<file path="src/design/svpwm_pkg.sv">
// Shared constants, types and the CORDIC arctangent table for the SVPWM duty pipeline.
// No dependencies; every design module imports this package.
package svpwm_pkg;

    localparam int ANGLE_BITS_DEF = 16;
    localparam int DUTY_BITS_DEF  = 16;

    localparam int CORDIC_STEPS = 28;
    localparam int SQRT_STEPS   = 32;
    localparam int DIV_STEPS    = 32;
    localparam int Q_TIME       = 46;

    // Datapath widths: vectoring lane, rotation lane, angle accumulator, scaled index
    localparam int VEC_W = 44;
    localparam int ROT_W = 52;
    localparam int ANG_W = 34;
    localparam int X0_W  = 48;

    localparam logic [14:0] SUPPLY_RESET = 15'd12000;
    localparam logic [15:0] M_CLAMP      = 16'd37814;
    localparam logic signed [31:0] SQ3G_Q30 = 32'sd1129354066;
    localparam logic [31:0] RECIP_SIX    = 32'hAAAA_AAAB;
    localparam logic [29:0] PSI_FULL     = 30'd715827882;

    // Sector codes
    localparam logic [2:0] SECTOR_1 = 3'd1;
    localparam logic [2:0] SECTOR_2 = 3'd2;
    localparam logic [2:0] SECTOR_3 = 3'd3;
    localparam logic [2:0] SECTOR_4 = 3'd4;
    localparam logic [2:0] SECTOR_5 = 3'd5;
    localparam logic [2:0] SECTOR_6 = 3'd6;

    typedef logic signed [VEC_W-1:0] vec_t;
    typedef logic signed [ROT_W-1:0] rot_t;
    typedef logic signed [ANG_W-1:0] ang_t;

    localparam ang_t HALF_TURN = {2'b00, 32'h8000_0000};

    // Item entering the rotation stages
    typedef struct packed {
        logic [2:0]             sector;
        logic signed [X0_W-1:0] x0;
        logic [29:0]            phi;
        logic [29:0]            psi;
    } rot_in_t;

    // Item leaving the rotation stages
    typedef struct packed {
        logic [2:0] sector;
        rot_t       t1;
        rot_t       t2;
    } rot_out_t;

    // atan(2^-step) in units of 2^32 per turn
    function automatic ang_t atan_turn(input int step);
        logic [31:0] v;
        case (step)
            0:  v = 32'h20000000;
            1:  v = 32'h12E4051D;
            2:  v = 32'h09FB385B;
            3:  v = 32'h051111D4;
            4:  v = 32'h028B0D43;
            5:  v = 32'h0145D7E1;
            6:  v = 32'h00A2F61E;
            7:  v = 32'h00517C55;
            8:  v = 32'h0028BE53;
            9:  v = 32'h00145F2E;
            10: v = 32'h000A2F98;
            11: v = 32'h000517CC;
            12: v = 32'h00028BE6;
            13: v = 32'h000145F3;
            14: v = 32'h0000A2F9;
            15: v = 32'h0000517C;
            16: v = 32'h000028BE;
            17: v = 32'h0000145F;
            18: v = 32'h00000A2F;
            19: v = 32'h00000517;
            20: v = 32'h0000028B;
            21: v = 32'h00000145;
            22: v = 32'h000000A2;
            23: v = 32'h00000051;
            24: v = 32'h00000028;
            25: v = 32'h00000014;
            26: v = 32'h0000000A;
            27: v = 32'h00000005;
            default: v = 32'h0;
        endcase
        return {2'b00, v};
    endfunction

endpackage

</file>
<file path="src/design/svpwm_duty.sv">
// Zero time, per-sector duty assignment, rounding and saturation to the output register.
// Depends on svpwm_pkg (rot_out_t, sector codes, time format).
module svpwm_duty
    import svpwm_pkg::*;
#(
    parameter int DUTY_BITS = DUTY_BITS_DEF
)
(
    input  logic                 clk,
    input  logic                 rst_n,
    input  logic                 in_valid,
    output logic                 in_ready,
    input  rot_out_t             in_data,
    output logic                 out_valid,
    input  logic                 out_ready,
    output logic [DUTY_BITS-1:0] duty_a,
    output logic [DUTY_BITS-1:0] duty_b,
    output logic [DUTY_BITS-1:0] duty_c,
    output logic [2:0]           sector_number
);

    localparam int NSTG = 3;
    localparam rot_t T_ONE = {{(ROT_W-Q_TIME-1){1'b0}}, 1'b1, {Q_TIME{1'b0}}};
    localparam logic [ROT_W:0] RND = (ROT_W+1)'(1) << (Q_TIME - 1 - DUTY_BITS);

    // Round a time to duty resolution; negative gives zero, overflow saturates
    function automatic logic [DUTY_BITS-1:0] to_duty(input rot_t t);
        logic [ROT_W:0]       u;
        logic [ROT_W:0]       sh;
        logic [DUTY_BITS-1:0] r;
        u  = {1'b0, t} + RND;
        sh = u >> (Q_TIME - DUTY_BITS);
        if (t[ROT_W-1])
        begin
            r = '0;
        end
        else if (sh[ROT_W:DUTY_BITS] != '0)
        begin
            r = '1;
        end
        else
        begin
            r = sh[DUTY_BITS-1:0];
        end
        return r;
    endfunction

    logic [NSTG-1:0] vld_reg;
    logic [NSTG-1:0] vld_in;
    logic [NSTG:0]   adv;

    assign adv[NSTG] = out_ready;
    for (genvar k = 0; k < NSTG; k++) begin : g_adv
        assign adv[k] = !vld_reg[k] || adv[k+1];
    end
    assign vld_in   = {vld_reg[NSTG-2:0], in_valid};
    assign in_ready = adv[0];

    always_ff @(posedge clk or negedge rst_n)
    begin
        if (!rst_n)
        begin
            vld_reg <= '0;
        end
        else
        begin
            for (int k = 0; k < NSTG; k++)
            begin
                if (adv[k])
                begin
                    vld_reg[k] <= vld_in[k];
                end
            end
        end
    end

    // Stage A: half zero time and the sum of both active times
    rot_t       t0_diff;
    rot_t       h_a_reg, t1_a_reg, t2_a_reg, t12_a_reg;
    logic [2:0] sec_a_reg;
    assign t0_diff = T_ONE - in_data.t1 - in_data.t2;

    always_ff @(posedge clk)
    begin
        if (adv[0])
        begin
            h_a_reg   <= t0_diff >>> 1;
            t1_a_reg  <= in_data.t1;
            t2_a_reg  <= in_data.t2;
            t12_a_reg <= in_data.t1 + in_data.t2;
            sec_a_reg <= in_data.sector;
        end
    end

    // Stage B: assign phase times by sector
    rot_t       ta_next, tb_next, tc_next;
    rot_t       ta_b_reg, tb_b_reg, tc_b_reg;
    logic [2:0] sec_b_reg;

    always_comb
    begin
        unique case (sec_a_reg)
            SECTOR_1:
            begin
                ta_next = t12_a_reg + h_a_reg;
                tb_next = t2_a_reg + h_a_reg;
                tc_next = h_a_reg;
            end
            SECTOR_2:
            begin
                ta_next = t1_a_reg + h_a_reg;
                tb_next = t12_a_reg + h_a_reg;
                tc_next = h_a_reg;
            end
            SECTOR_3:
            begin
                ta_next = h_a_reg;
                tb_next = t12_a_reg + h_a_reg;
                tc_next = t2_a_reg + h_a_reg;
            end
            SECTOR_4:
            begin
                ta_next = h_a_reg;
                tb_next = t1_a_reg + h_a_reg;
                tc_next = t12_a_reg + h_a_reg;
            end
            SECTOR_5:
            begin
                ta_next = t2_a_reg + h_a_reg;
                tb_next = h_a_reg;
                tc_next = t12_a_reg + h_a_reg;
            end
            default:
            begin
                ta_next = t12_a_reg + h_a_reg;
                tb_next = h_a_reg;
                tc_next = t1_a_reg + h_a_reg;
            end
        endcase
    end

    always_ff @(posedge clk)
    begin
        if (adv[1])
        begin
            ta_b_reg  <= ta_next;
            tb_b_reg  <= tb_next;
            tc_b_reg  <= tc_next;
            sec_b_reg <= sec_a_reg;
        end
    end

    // Stage C: output register
    logic [DUTY_BITS-1:0] duty_a_reg, duty_b_reg, duty_c_reg;
    logic [2:0]           sector_reg;

    always_ff @(posedge clk)
    begin
        if (adv[2])
        begin
            duty_a_reg <= to_duty(ta_b_reg);
            duty_b_reg <= to_duty(tb_b_reg);
            duty_c_reg <= to_duty(tc_b_reg);
            sector_reg <= sec_b_reg;
        end
    end

    assign out_valid     = vld_reg[NSTG-1];
    assign duty_a        = duty_a_reg;
    assign duty_b        = duty_b_reg;
    assign duty_c        = duty_c_reg;
    assign sector_number = sector_reg;

endmodule

</file>
<file path="config.mk">
export PLATFORM = sky130hd
export DESIGN_NAME = svpwm_duty
export DESIGN_NICKNAME = d
export VERILOG_FILES = /design/src/design/svpwm_pkg.sv /design/src/design/svpwm_duty.sv
export SDC_FILE = /design/constraint.sdc
export NUM_CORES = 1
export LEC_CHECK = 0
export BUFFER_PORTS_ARGS = -buffer_cell sky130_fd_sc_hd__buf_2
export CAP_MARGIN = 20
export CORE_ASPECT_RATIO = 0.5
export CORE_MARGIN = 3
export CORE_UTILIZATION = 55
export CTS_BUF_LIST = sky130_fd_sc_hd__clkbuf_2 sky130_fd_sc_hd__clkbuf_4 sky130_fd_sc_hd__clkbuf_8
export DETAILED_ROUTE_END_ITERATION = 6
export GPL_TIMING_DRIVEN = 0
export PLACE_DENSITY = 0.73
export SLEW_MARGIN = 20
export SYNTH_ARGS = -nofsm -noshare
export SYNTH_HDL_FRONTEND = slang
export SYNTH_SLANG_ARGS = --single-unit
</file>
<file path="constraint.sdc">
create_clock -name clk -period 9.6 [get_ports clk]
set_input_delay 1.44 -clock clk [delete_from_list [all_inputs] [get_ports clk]]
set_output_delay 1.44 -clock clk [all_outputs]
set_load 0.02 [all_outputs]
</file>
==> reports/results.ini <==
[global_route]
antenna_found_initial = 5
grt_usage_pct = 29.7
grt_max_degree = 53
grt_pass1_vias = 20410
grt_pass1_wl_um = 116000
overflow = 0

[setup_path]
required_ns = 10.01
worst_setup_path_end_kind = flop
critical_path_buf_inv_count = 2
path_common_cell = ha_1
critPathSlowestCell = a2111oi_0
path_class = input port to flop
crit_chain = buf_2 -> inv_1 -> ha_1 -> ha_1 -> a211oi_1 -> o21ai_0 -> o211ai_1 -> a21oi_1 -> o21a_1 -> a2111oi_0 -> o21ai_1 -> a31oi_2 -> o2111ai_1 -> a221o_1 -> xor2_1
worstSetupStartpointType = input port
cp_max_fo = 6
max_stage_delay_ns = 0.91
crit_family = compound AO/OA/AOI/OAI gates
arrival_ns = 5.93

[synth]
ys_seq_elements = 336
synth_cell_type_count = 91
ys_warn_count = 0
synth_edf_count = 333
syn_area_mm2 = 0.0258
synth_compound_area_share_pct = 22.8
synthXorXnorAreaFrac_pct = 7.17
ys_async_sr_fraction_pct = 0.893
syn_area_per_cell_um2 = 9.81
synth_seq_area_share_pct = 39.1
synth_top_family_by_area = compound AO/OA/AOI/OAI gates
yosys.area_share.simple_pct = 11.9
syn_inst = 2625
synth_fa_ha_area_share_pct = 15.1
synth_ff_type = edfxtp_1
synth_fp_nets = 3045
yosys-mux-area-fraction_pct = 0.321

[drt]
vias_per_cell = 6.20
wl_per_cell_um = 21.6
drtIter0Drc = 2629
drt-pass1-iter-count = 7
wl_met3_um = 7590
wl_um = 76400
ant_nets = 0
wl_met2_um = 33200
topRoutingLayerUsed = met5
wl_met1_um = 33800
num_vias = 21923
route.detailed.drc = 1

[placement]
gp_congestion = 0.965
post_dp_cell_area_mm2 = 0.0277
dpl.hpwl_um = 60700
dpl.cell_count = 3439
preCtsSetupSlack_ns = 3.64
portBuffers = 163

[floorplanning]
die_area_mm2 = 0.0496
io_pins = 164
core-area_mm2 = 0.0457
die_height_um = 159
initial_core_util_pct = 56.4
rows = 55
die_w_um = 312

[clock_network]
cts_buffers = 52
cts.sinks = 336
cts_setup_buffers = 0
postCtsHoldBufs = 0
cts.clk_slew.worst_paths_ns = 0.07
clockBufferDepth = 3
cts_tree = yes
insertion_delay_ns = 0.66
h-tree-depth = 2
ctsResizeCount = 0
clockRootBuffer = clkbuf_8

[min_path]
hp-class = flop to flop

[sta]
setup_viol = 0
rsz0062_at_grt = no
drv_slew = 0
fin_crit_sh_pct = 57.6
timing.final.ws_setup_ns = 4.07
holdWs_ns = 0.421
finalHoldViolCount = 0
finalSetupTns_ns = 0
worst_pin_slew_ns = 1.14
period_needed_ns = 5.53
skew_ns = 0.0318
slew_headroom_pct = 24.1
clock.fmax_mhz = 181

[job]
cap_violations = 0

[power_and_ir_drop]
power.internal_mw = 4.05
p_sw_mw = 3.08
sw_frac_of_total_pct = 43.2
comb_power_share_pct = 48.1
p_leak_nw = 12.4
p_total_mw = 7.13
power_density_mw_per_mm2 = 248
pwr-share-seq_pct = 34.3
p_clk_share_pct = 17.6
ir_worst_vdd_v = 0.000125

[final_layout]
final_common_cell = edfxtp_1
area_delta_synth_final_pct = 11.4
layout-drive-gt1-share_pct = 10.8
utilization_pct = 62.8
num-nets-final = 3286
layout.cells.non_filler = 3537
design_area_mm2 = 0.0287
layout_common_cells = edfxtp_1, ha_1, a21oi_1, nand2_1, inv_1

[outcome]
violations = DRC
status = finished with violations

[logic make-up after synthesis]
| kind of cell | count (synthesis) |
|---|---|
| compound gates | 877 |
| simple gates | 638 |
| flops | 336 |
| fa+ha+maj | 309 |
| buf+inv | 247 |
| xor+xnor | 210 |
| mux | 8 |
[Yosys cell counts, types with 10 or more instances]
master	count	area, um^2
a211oi_1	14	105
a21o_1	132	991
a21oi_1	292	1460
a221o_1	15	150
a221oi_1	22	193
a222oi_1	13	130
a22o_1	10	87.6
a22oi_1	12	90.1
a2bb2oi_1	14	123
a31oi_1	31	194
and2_1	15	93.8
and3_1	40	250
clkbuf_1	66	248
edfxtp_1	333	10000
ha_1	307	3840
inv_1	174	653
nand2_1	201	754
nand2b_1	23	144
nand3_1	84	420
nand4_1	43	269
nor2_1	120	450
nor2b_1	26	163
nor3_1	43	215
o2111ai_1	12	105
o211ai_1	17	128
o21a_1	22	165
o21ai_0	126	631
o21ai_1	18	90.1
o21bai_1	30	225
xnor2_1	120	1050
xor2_1	89	780
[metal layers]
layer,vias up,global-route usage [%]
met5,-,0
met4,4,8.05
met3,130,6.24
met2,994,46.2
met1,10353,42.3
li1,10442,-
[path summary, 6_finish.rpt]
path                                    from                to  slack, ns  cells past startpoint
worst max-delay path              in_data[7]       h_a_reg[43]       4.07                     15
worst min-delay path            sec_b_reg[1]  sector_number[1]       0.42                      0
worst max register to register   h_a_reg[14]      ta_b_reg[51]       4.57                     12
worst min register to register  sec_b_reg[1]  sector_number[1]       0.42                      0
max in group asynchronous              rst_n        vld_reg[2]       8.91                      1
min in group asynchronous              rst_n        vld_reg[0]       0.58                      1
[layout make-up]
class                           count  area (um^2)
Timing Repair Buffer              187         1100
Antenna cell                        3         7.51
Fill cell                        3905        17000
Multi-Input combinational cell   2042        14800
Inverter                          177          664
Clock buffer                       66          821
Clock inverter                     29          223
Tap cell                          627          785
Buffer                             70          270
Sequential cell                   336        10100
[power groups by stage]
stage	Sequential (mW)	Clock, mW	Combinational, mW
after floorplan	2.47	0	2.26
after global placement	2.49	0	3.25
after detailed placement	2.47	0	3.32
after CTS	2.44	1.28	3.35
after global routing	2.48	1.35	3.72
final	2.44	1.25	3.43
No activity file was read; power rests on OpenSTA's default activity.
